File: config.mk
export PLATFORM = sky130hd
export DESIGN_NAME = elf32_header_byte_parser
export DESIGN_NICKNAME = d
export VERILOG_FILES = /design/src/rtl/elfhp_pkg.sv /design/src/rtl/elfhp_step.sv /design/src/rtl/elf32_header_byte_parser.sv
export SDC_FILE = /design/constraint.sdc
export NUM_CORES = 1
export LEC_CHECK = 0
export ABC_CLOCK_PERIOD_IN_PS = 13300
export BUFFER_PORTS_ARGS = -buffer_cell sky130_fd_sc_hd__buf_2
export CORE_ASPECT_RATIO = 0.8
export CORE_MARGIN = 2
export CORE_UTILIZATION = 67
export DETAILED_ROUTE_END_ITERATION = 10
export PLACE_DENSITY = 0.88
export SETUP_SLACK_MARGIN = 0.2
export SLEW_MARGIN = 10
export SYNTH_ARGS = -nofsm -noshare
export SYNTH_HDL_FRONTEND = slang
export SYNTH_SLANG_ARGS = --single-unit
export TNS_END_PERCENT = 50
File: constraint.sdc
create_clock -name aclk -period 13.3 [get_ports aclk]
set_input_delay 1.995 -clock aclk [delete_from_list [all_inputs] [get_ports aclk]]
set_output_delay 1.995 -clock aclk [all_outputs]
set_load 0.02 [all_outputs]
File: src/rtl/elfhp_pkg.sv
package elfhp_pkg;

    localparam int FIELD_COUNT  = 17;
    localparam int HEADER_BYTES = 52;

    localparam logic [31:0] ELF_MAGIC   = 32'h7F45_4C46;
    localparam logic [31:0] ET_LOPROC   = 32'h0000_FF00;
    localparam logic [31:0] ET_HIPROC   = 32'h0000_FFFF;
    localparam logic [31:0] ET_LAST_STD = 32'h0000_0004;
    localparam logic [31:0] ENC_LSB     = 32'h0000_0001;
    localparam logic [31:0] ENC_MSB     = 32'h0000_0002;

    // Field indexes that carry a check or a special role.
    localparam logic [4:0] FID_MAGIC    = 5'd0;
    localparam logic [4:0] FID_CLASS    = 5'd1;
    localparam logic [4:0] FID_DATA     = 5'd2;
    localparam logic [4:0] FID_IDENTVER = 5'd3;
    localparam logic [4:0] FID_TYPE     = 5'd4;
    localparam logic [4:0] FID_VERSION  = 5'd6;
    localparam logic [4:0] FID_SHSTRNDX = 5'd16;

    // Result status codes.
    localparam logic [2:0] ST_OK          = 3'd0;
    localparam logic [2:0] ST_BAD_MAGIC   = 3'd1;
    localparam logic [2:0] ST_BAD_CLASS   = 3'd2;
    localparam logic [2:0] ST_BAD_DATA    = 3'd3;
    localparam logic [2:0] ST_BAD_IDENT   = 3'd4;
    localparam logic [2:0] ST_BAD_TYPE    = 3'd5;
    localparam logic [2:0] ST_BAD_VERSION = 3'd6;

    localparam logic [5:0] FLD_START [FIELD_COUNT] = '{
        6'd0, 6'd4, 6'd5, 6'd6, 6'd16, 6'd18, 6'd20, 6'd24, 6'd28,
        6'd32, 6'd36, 6'd40, 6'd42, 6'd44, 6'd46, 6'd48, 6'd50
    };
    localparam logic [2:0] FLD_LEN [FIELD_COUNT] = '{
        3'd4, 3'd1, 3'd1, 3'd1, 3'd2, 3'd2, 3'd4, 3'd4, 3'd4,
        3'd4, 3'd4, 3'd2, 3'd2, 3'd2, 3'd2, 3'd2, 3'd2
    };

    typedef struct packed {
        logic [5:0]  pos;
        logic [31:0] acc;
        logic        little_endian;
        logic        halted;
    } parse_state_t;

    typedef struct packed {
        logic [2:0]  status;
        logic [31:0] value;
        logic [4:0]  field_id;
        logic        header_done;
    } field_result_t;

    typedef struct packed {
        logic       found;
        logic [4:0] id;
        logic [1:0] off;
        logic       last;
    } field_loc_t;

    // Finds the field that covers a header offset. The fields do not overlap,
    // so each compare stands on its own.
    function automatic field_loc_t field_lookup(input logic [5:0] pos);
        field_loc_t loc;
        logic [6:0] rel;
        loc = '0;
        for (int i = 0; i < FIELD_COUNT; i++) begin
            rel = {1'b0, pos} - {1'b0, FLD_START[i]};
            if (pos >= FLD_START[i] && rel < {4'd0, FLD_LEN[i]}) begin
                loc.found = 1'b1;
                loc.id    = 5'(i);
                loc.off   = rel[1:0];
                loc.last  = (rel + 7'd1) == {4'd0, FLD_LEN[i]};
            end
        end
        return loc;
    endfunction

endpackage

File: src/rtl/elfhp_step.sv
// One byte of the header parse: locates the byte's field, merges it into the
// accumulator and checks the field once its last byte is in.
module elfhp_step (
    input  elfhp_pkg::parse_state_t  cur,
    input  logic [7:0]               data_byte,
    input  logic                     header_start,
    output elfhp_pkg::parse_state_t  nxt,
    output logic                     res_valid,
    output elfhp_pkg::field_result_t res
);

    elfhp_pkg::parse_state_t base;
    elfhp_pkg::field_loc_t   loc;
    logic [31:0]             acc_in;
    logic [31:0]             acc_new;
    logic [2:0]              st;
    logic                    done;

    always_comb begin
        base = cur;
        if (header_start) begin
            base.pos           = '0;
            base.acc           = '0;
            base.little_endian = 1'b0;
            base.halted        = 1'b0;
        end
    end

    assign loc    = elfhp_pkg::field_lookup(base.pos);
    assign acc_in = (loc.off == 2'd0) ? 32'd0 : base.acc;

    always_comb begin
        if (base.little_endian && loc.id != elfhp_pkg::FID_MAGIC) begin
            acc_new = acc_in | ({24'd0, data_byte} << {loc.off, 3'b000});
        end else begin
            acc_new = {acc_in[23:0], data_byte};
        end
    end

    always_comb begin
        case (loc.id)
            elfhp_pkg::FID_MAGIC: begin
                st = (acc_new != elfhp_pkg::ELF_MAGIC) ? elfhp_pkg::ST_BAD_MAGIC
                                                       : elfhp_pkg::ST_OK;
            end
            elfhp_pkg::FID_CLASS: begin
                st = (acc_new != elfhp_pkg::ENC_LSB && acc_new != elfhp_pkg::ENC_MSB)
                     ? elfhp_pkg::ST_BAD_CLASS : elfhp_pkg::ST_OK;
            end
            elfhp_pkg::FID_DATA: begin
                st = (acc_new != elfhp_pkg::ENC_LSB && acc_new != elfhp_pkg::ENC_MSB)
                     ? elfhp_pkg::ST_BAD_DATA : elfhp_pkg::ST_OK;
            end
            elfhp_pkg::FID_IDENTVER: begin
                st = (acc_new == 32'd0) ? elfhp_pkg::ST_BAD_IDENT : elfhp_pkg::ST_OK;
            end
            elfhp_pkg::FID_TYPE: begin
                st = (acc_new <= elfhp_pkg::ET_LAST_STD || acc_new == elfhp_pkg::ET_LOPROC
                      || acc_new == elfhp_pkg::ET_HIPROC)
                     ? elfhp_pkg::ST_OK : elfhp_pkg::ST_BAD_TYPE;
            end
            elfhp_pkg::FID_VERSION: begin
                st = (acc_new == 32'd0) ? elfhp_pkg::ST_BAD_VERSION : elfhp_pkg::ST_OK;
            end
            default: begin
                st = elfhp_pkg::ST_OK;
            end
        endcase
    end

    assign done = (st != elfhp_pkg::ST_OK) || (loc.id == elfhp_pkg::FID_SHSTRNDX);

    always_comb begin
        nxt       = base;
        res_valid = 1'b0;
        if (!base.halted) begin
            nxt.pos = base.pos + 6'd1;
            if (!loc.found) begin
                if ({1'b0, base.pos} >= 7'(elfhp_pkg::HEADER_BYTES - 1)) begin
                    nxt.halted = 1'b1;
                end
            end else begin
                nxt.acc = acc_new;
                if (loc.last) begin
                    res_valid = 1'b1;
                    if (loc.id == elfhp_pkg::FID_DATA && st == elfhp_pkg::ST_OK) begin
                        nxt.little_endian = (acc_new == elfhp_pkg::ENC_LSB);
                    end
                    if (done) begin
                        nxt.halted = 1'b1;
                    end
                end
            end
        end
    end

    always_comb begin
        res.field_id    = loc.id;
        res.value       = acc_new;
        res.status      = st;
        res.header_done = done;
    end

endmodule

File: src/rtl/elf32_header_byte_parser.sv
// ELF32 file header parser, one header byte per word on the input stream.
// Set s_tuser high on the first byte of each header; that byte always restarts
// the parse, dropping any header still in progress. Bytes that arrive while no
// header is open are dropped without a result. Each completed field gives one
// result word with its index, its value assembled in the header's own byte
// order (the magic is always taken most significant byte first) and a status;
// the padding bytes give nothing. The first failed check gives a result with
// a nonzero status and m_tlast high, after which the parser waits for the next
// header start; m_tlast is also high on the shstrndx field that ends a good
// header. The block takes one byte per clock cycle when the result side does
// not stall. A result is built from a field's last byte on its way from the
// input register through the field step logic into the result register. The
// parse state update is a loop through the state register around that step
// logic, so it alone sets the rate of one byte per cycle.
module elf32_header_byte_parser (
    input  logic        aclk,
    input  logic        aresetn,

    input  logic        s_tvalid,
    output logic        s_tready,
    input  logic [7:0]  s_tdata,   // [7:0] data_byte
    input  logic [0:0]  s_tuser,   // [0] header_start

    output logic        m_tvalid,
    input  logic        m_tready,
    output logic [39:0] m_tdata,   // [4:0] field_id, [36:5] field_value, [39:37] status
    output logic        m_tlast    // header_done
);

    // Input register stage.
    logic       s1_valid_reg;
    logic [7:0] s1_byte_reg;
    logic       s1_start_reg;

    // Parse state, held between bytes.
    elfhp_pkg::parse_state_t state_reg;
    elfhp_pkg::parse_state_t state_next;

    // Result register stage.
    logic                     m_valid_reg;
    elfhp_pkg::field_result_t m_res_reg;

    logic                     step_valid;
    elfhp_pkg::field_result_t step_res;
    logic                     out_free;

    // The result register can load whenever it is empty or its word is being
    // taken this cycle, and the input register moves on at the same time.
    assign out_free = !m_valid_reg || m_tready;
    assign s_tready = !s1_valid_reg || out_free;

    elfhp_step u_step (
        .cur          (state_reg),
        .data_byte    (s1_byte_reg),
        .header_start (s1_start_reg),
        .nxt          (state_next),
        .res_valid    (step_valid),
        .res          (step_res)
    );

    always_ff @(posedge aclk) begin
        if (!aresetn) begin
            s1_valid_reg <= 1'b0;
        end else if (s_tready) begin
            s1_valid_reg <= s_tvalid;
        end
        if (s_tvalid && s_tready) begin
            s1_byte_reg  <= s_tdata;
            s1_start_reg <= s_tuser[0];
        end
    end

    // The state advances exactly when the buffered byte leaves the input
    // register, so a stalled result never lets a byte be counted twice.
    always_ff @(posedge aclk) begin
        if (!aresetn) begin
            state_reg.pos           <= '0;
            state_reg.acc           <= '0;
            state_reg.little_endian <= 1'b0;
            state_reg.halted        <= 1'b1;
        end else if (s1_valid_reg && out_free) begin
            state_reg <= state_next;
        end
    end

    always_ff @(posedge aclk) begin
        if (!aresetn) begin
            m_valid_reg <= 1'b0;
        end else if (out_free) begin
            m_valid_reg <= s1_valid_reg && step_valid;
        end
        if (out_free && s1_valid_reg && step_valid) begin
            m_res_reg <= step_res;
        end
    end

    assign m_tvalid = m_valid_reg;
    assign m_tdata  = {m_res_reg.status, m_res_reg.value, m_res_reg.field_id};
    assign m_tlast  = m_res_reg.header_done;

endmodule

==> summary.md, run 1 <==
| Metric | Value |
|---|---|
| Result of the run | completed |
| CTS tree | done |
| Initial antenna violation count | 0 |
| MaxCap Viol Count | 0 |
| Site row count | 34 |
| Placed Area | 7570 sq um |
| CP arrival | 7.45 ns |
| Skew final | between 0.01 and 0.015 ns |
| Synth Cell Area | 7410 sq um |
| Primary FF master, synth | edfxtp_1 |
| EDFF count, synth | 50 |
| Per-cell routed wire length | between 20 and 25 um |
| Critical path capture point type | flip-flop |
| Share of layout cells above drive strength 1 | about 14% |
| Commonest non-fill, non-tap cell in the layout | nand2_1 |
| Die Ht | 98.0 um |
| Leakage power | around 2.7 nW |
| DR iter-0 viols | 1597 |
| DP Worst Slack | a little over 6 ns |
| Global route total overflow | 0 |
| Root Buffer | clkbuf_16 |
| Final Hold Viols | 0 |
| Critical-path top delay cell | o21ai_2 |
| Achievable frequency | 136 MHz |
| I/O pins | between 50 and 60 |
| TritonCTS Sinks | between 90 and 100 |
| Syn_nets | slightly above 900 |
| Yosys warning count | 0 |
| Longest Clk Path Bufs | 2 |
| Worst-path clk slew | about 0.070 ns |
| WP data required | ~13 ns |
| #FFs+latches synth | 92 |
| Count of distinct cell types in the synthesized netlist | between 90 and 100 |
| Core area | ~11000 sq um |
| Clock power frac | a little over two fifths |
| Critical path class | reg -> reg |
| Int Power | just under 0.5 mW |
| Hold Path Class | reg -> reg |
| # DRC | 0 |
| Die ar. | ~12000 sq um |
| DRT Wirelength | between 20000 and 30000 um |
| Post-CTS setup buffers | 0 |
| Die Width | between 100 and 150 um |
| CP Launch Type | flip-flop |
| Net Sw Power | about 0.17 mW |
| Async S/R FF share, synth | 0% |
| Most frequent cells in the layout | nand2_1, nor2_1, a21oi_1 |
| GR Util All Layers | between 40% and 50% |
| Max-slew violation count | 0 |
| Comb pwr share | 10.7% |
| Slew HR | about 17% |
| # hold bufs at CTS | 0 |
| HPWL Detailed | ~18000 um |
| N_diodes | 0 |
| Cell Count, Final, Fillers Out | ~1000 |
| RSZ-0062 raised after global routing | no |
| DR pass1 iterations | 9 |
| Maximum vdd drop | approximately 0.000080 V |
| Slack of the critical path | 5.94 ns |
| Vias in the first global route | between 6000 and 7000 |
| Largest net degree at the start of global routing | between 50 and 60 |
| Final ANT Viol Nets | 0 |
| Fill cell count | 832 |
| DR vias | 7750 |
| Transition time of the tightest slew-check pin | 1.24 ns |
| Worst skew pair latency | roughly 0.35 ns |
| I/O Buffers | between 50 and 60 |
| Sequential Power Share | 47.1% |
| Area Growth Syn to Fin | 6.52% |
| Critical path fanouts, max | 57 |
| Crit path cell chain | buf_4, nand2b_4, inv_2, ha_1, inv_1, nor3_1, nand3b_1, nor3_1, buf_4, a2111o_1, nand3_2, o21ai_2, nor2_1, nor4_1, o2111ai_1, or4b_1, o21a_1, a211oi_2, or4b_1 |
| Initial core utilization | 68.5% |
| Final Cycle Share | approximately 55% |
| Dpl cells | between 1000 and 1500 |
| Cell Pwr Density | 84.1 nW/um^2 |
| Fin area | 7890 sq um |
| Switching Share | 26.0% |
| CTS Buf Count | 9 |
| Synthesized area per cell | about 8.5 sq um |
| Tmin final | around 7.4 ns |
| Placer Congestion | roughly 1.2 |
| Sequential share of the synthesized area | a little under a third |
| Nets | 922 |
| Mapped Cells | about 880 |
| First-pass GRT wire length | 39100 um |
| Final Setup Violations | 0 |
| Post_cts resized | 0 |
| CTS H-Tree Depth | 3 |
| CP max stage delay | 1.00 ns |
| Setup TNS | 0 ns |
| Drt via density | 7.51 |
| R2R Setup Slk | 5.94 ns |
## worst paths after layout
| path | to | cells after the start | from |
|---|---|---|---|
| max reg2reg | m_tlast$_DFFE_PP_ | 19 | s1_start_reg$_DFFE_PP_ |
| min | state_reg[21]$_SDFFE_PN0P_ | 2 | state_reg[21]$_SDFFE_PN0P_ |
| max | m_tlast$_DFFE_PP_ | 19 | s1_start_reg$_DFFE_PP_ |
| min reg2reg | state_reg[21]$_SDFFE_PN0P_ | 2 | state_reg[21]$_SDFFE_PN0P_ |
## power groups by stage
| stage | registers (mW) | logic (mW) | clock network [mW] |
|---|---|---|---|
| floorplan | 0.311 | 0.0555 | 0 |
| global route | 0.312 | 0.0747 | 0.289 |
| global placement | 0.318 | 0.0645 | 0 |
| finish | 0.313 | 0.0710 | 0.280 |
| detailed placement | 0.317 | 0.0662 | 0 |
| CTS | 0.311 | 0.0669 | 0.279 |
## cell usage after synthesis (6+ instances only)
library cell	n	share of area, %
nor3_1	22	1.5
a21o_1	7	0.71
nand2_1	74	3.8
and2_1	10	0.84
and3_1	9	0.76
buf_6	7	1.1
ha_1	26	4.4
inv_1	22	1.1
nor4_1	15	1.3
buf_4	9	0.91
or4_1	6	0.61
o31ai_1	7	0.71
a21oi_1	59	4.0
a211o_1	6	0.71
nand4_1	12	1.0
mux2i_1	6	0.81
a22oi_1	35	3.5
nand3_1	20	1.4
o21ai_0	52	3.5
clkbuf_1	34	1.7
a211oi_1	18	1.8
xnor2_1	15	1.8
a21boi_0	7	0.71
nor2_1	64	3.2
edfxtp_1	50	20
o41ai_1	6	0.71
a31oi_1	11	0.93
nor2b_1	50	4.2
nand2b_1	13	1.1
nor3b_1	7	0.71
or3_1	9	0.76
buf_2	11	0.74
dfxtp_1	42	11
## logic make-up after synthesis
| family | count (synthesis) | synth area share, % |
|---|---|---|
| flip-flops | 92 | 31.6 |
| adder cells (fa/ha/maj) | 26 | 4.39 |
| XOR/XNOR | 18 | 2.38 |
| AND/OR/NAND/NOR | 350 | 26.3 |
| multiplexers | 7 | 0.963 |
| AO/OA/AOI/OAI | 288 | 28.1 |
| buffers and inverters | 94 | 6.27 |
## cell type report
type / instances / area (sq um) / share of cell area [%]
Tap cell: 144 / 180 / 2.28
Sequential cell: 92 / 2340 / 29.7
Inverter: 27 / 101 / 1.28
Clock inverter: 6 / 93.8 / 1.19
Multi-Input combinational cell: 689 / 4600 / 58.3
Clock buffer: 10 / 229 / 2.90
Timing Repair Buffer: 64 / 343 / 4.35
## per-stage QoR
| step | utilization, % | hold slack, ns | power [mW] |
|---|---|---|---|
| after floorplan | - | 0.479 | 0.366 |
| final | 73.0 | 0.575 | 0.664 |
| after global routing | 73.0 | 0.600 | 0.676 |
| after detailed placement | 70.0 | 0.551 | 0.384 |
| after global placement | 70.0 | 0.530 | 0.382 |
| after CTS | 73.0 | 0.561 | 0.657 |
## worst max-delay path: cells and delay by family (launching register included)
kind            cells  cell delay, ns
simple gates        9            3.33
compound gates      5            1.67
buf+inv             4            1.09
fa+ha+maj           1            0.58
flops               1            0.39
## metal layers
layer	routed length [um]	GRT usage, %	share of wire, %
met1	9980	64.0	39
met5	0	0	0
met3	5090	20.7	20
met4	779	9.55	3.1
met2	9590	54.6	38
(Power assumes the default switching activity.)
==> inputs of run 2 (changes only) <==
Settings changed: ABC_CLOCK_PERIOD_IN_PS 13300 to 7200, CORE_UTILIZATION 67 to 62, PLACE_DENSITY 0.88 to 0.82.
Clock period 13.3 ns to 7.2 ns, I/O delays scaled along.
==> summary.md, run 2 (synthesis gave the netlist of run 1 again) <==
| Metric | Value |
|---|---|
| Achievable frequency | 154 MHz |
| Core area | between 10000 and 15000 sq um |
| WP buf/inv | 2 |
| DRT Wirelength | 25800 um |
| Area Growth Syn to Fin | 8.08% |
| Tmin final | roughly 6.5 ns |
| Commonest non-fill, non-tap cell in the layout | nand2_1 |
| CP Launch Type | flip-flop |
| Slew HR | around 17% |
| Worst path top cell family by delay | compound AO/OA/AOI/OAI gates |
| Fill cell count | 929 |
| Site row count | 35 |
| # hold bufs at CTS | 0 |
| Most frequent cells in the layout | nand2_1, nor2_1, a21oi_1 |
| CP arrival | between 6 and 7 ns |
| RSZ-0062 raised after global routing | no |
| I/O pins | 56 |
| Post-CTS setup buffers | 0 |
| CTS Buf Count | 9 |
| Die ar. | ~13000 sq um |
| Maximum vdd drop | 0.000124 V |
| HPWL Detailed | ~18000 um |
| Final Hold Viols | 0 |
| DR iter-0 viols | 1338 |
| CTS H-Tree Depth | 3 |
| DP Worst Slack | ~1.0 ns |
| Setup TNS | 0 ns |
| Final ANT Viol Nets | 0 |
| Worst-path clk slew | approximately 0.07 ns |
| MaxCap Viol Count | 0 |
| CP most frequent cell | a211oi_2 |
| Largest net degree at the start of global routing | 45 |
| Slack of the critical path | roughly 0.71 ns |
| Critical path class | reg -> reg |
| Overall Power | roughly 1.2 mW |
| FF+latch area | 2340 sq um |
| # DRC | 0 |
| HP Start | state_reg[32]$_SDFFE_PN0P_ |
| Skew final | 0.0124 ns |
| CP max stage delay | roughly 0.7 ns |
| Root Buffer | clkbuf_16 |
| DR vias | 7865 |
| Critical path fanouts, max | 17 |
| Drt via density | roughly 7.5 |
| Cell Count, Final, Fillers Out | approximately 1100 |
| Global route total overflow | 0 |
| Crit path launch | s1_start_reg$_DFFE_PP_ |
| I/O Buffers | 55 |
| Dpl cells | between 1000 and 1500 |
| Max-slew violation count | 0 |
| Cell Pwr Density | 152 nW/um^2 |
| Final Cycle Share | between 90% and 100% |
| Die Width | ~130 um |
| Vias in the first global route | 6944 |
| Result of the run | completed |
| First-pass GRT wire length | 39800 um |
| Post_cts resized | 0 |
| Leakage power | around 2.8 nW |
| Per-cell routed wire length | 24.5 um |
| Die Ht | 102 um |
| Nets | between 900 and 1000 |
| Longest Clk Path Bufs | 2 |
| CTS tree | done |
| DR pass1 iterations | 8 |
| Critical path capture point type | flip-flop |
| WP data required | 7.28 ns |
| Crit path cell chain | inv_1, nand2_1, ha_1, o21ai_0, or4_4, o21ai_2, nor4_1, a2111oi_0, o31a_1, a21o_1, buf_4, a211oi_2, nor4b_4, nand3_1, o221a_2, a211oi_2, or4b_1 |
| Placer Congestion | about 1.1 |
| Initial antenna violation count | 1 |
| FF-to-FF Start | s1_start_reg$_DFFE_PP_ |
| Final hold slack | around 0.57 ns |
| Final Setup Violations | 0 |
| GR Util All Layers | approximately 40% |
| Share of layout cells above drive strength 1 | 15.3% |
| Critical-path top delay cell | edfxtp_1 |
| Worst skew pair latency | around 0.35 ns |
| Hold Path Class | reg -> reg |
| Transition time of the tightest slew-check pin | between 1 and 1.5 ns |
| Area of the multi-input gates | 4600 sq um |
| TritonCTS Sinks | 92 |
| Initial core utilization | 64.1% |
## run 2: cell types whose count changed in the layout (fill, tap and decap cells not counted), sizes merged
cell    delta
buf       +15
bufinv     -1
clkbuf     +1
diode      +1
## run 2: final timing paths
| check | end | slack [ns] | cells past startpoint |
|---|---|---|---|
| setup / recovery | m_tlast$_DFFE_PP_ | 0.71 | 17 |
| hold / removal | state_reg[32]$_SDFFE_PN0P_ | 0.57 | 2 |
| setup reg to reg | m_tlast$_DFFE_PP_ | 0.71 | 17 |
| hold reg to reg | state_reg[32]$_SDFFE_PN0P_ | 0.57 | 2 |
## run 2: metrics by stage
stage / instance area [sq um] / utilization, %
global route: 8000 / 69.2
CTS: 8000 / 69.2
detailed placement: 7680 / 66.5
global placement: 7680 / 66.5
floorplan: 7410 / -
finish: 8000 / 69.2
## run 2: cell type report
type	count	share of cell area, %
timing repair buffer	79	5.69
clock inverter	5	0.797
tap	148	2.31
antenna	1	0.0313
sequential	92	29.3
inverter	27	1.27
multi-input combinational	689	57.5
clock buffer	11	3.17
## run 2: metal layers
metal,wire [um],track usage [%]
met1,10400,59.0
met5,0,0
met4,798,11.1
met3,4920,16.4
met2,9680,52.6
## run 2: worst min-delay path, cell delays in order (launching register included)
cell,delay (ns)
dfxtp_1,0.35
a22oi_1,0.07
nor2b_1,0.11
## run 2: where the power goes
| group | switching [mW] | internal (mW) |
|---|---|---|
| registers | 0.0214 | 0.558 |
| logic | 0.0884 | 0.0446 |
| clock network | 0.213 | 0.294 |
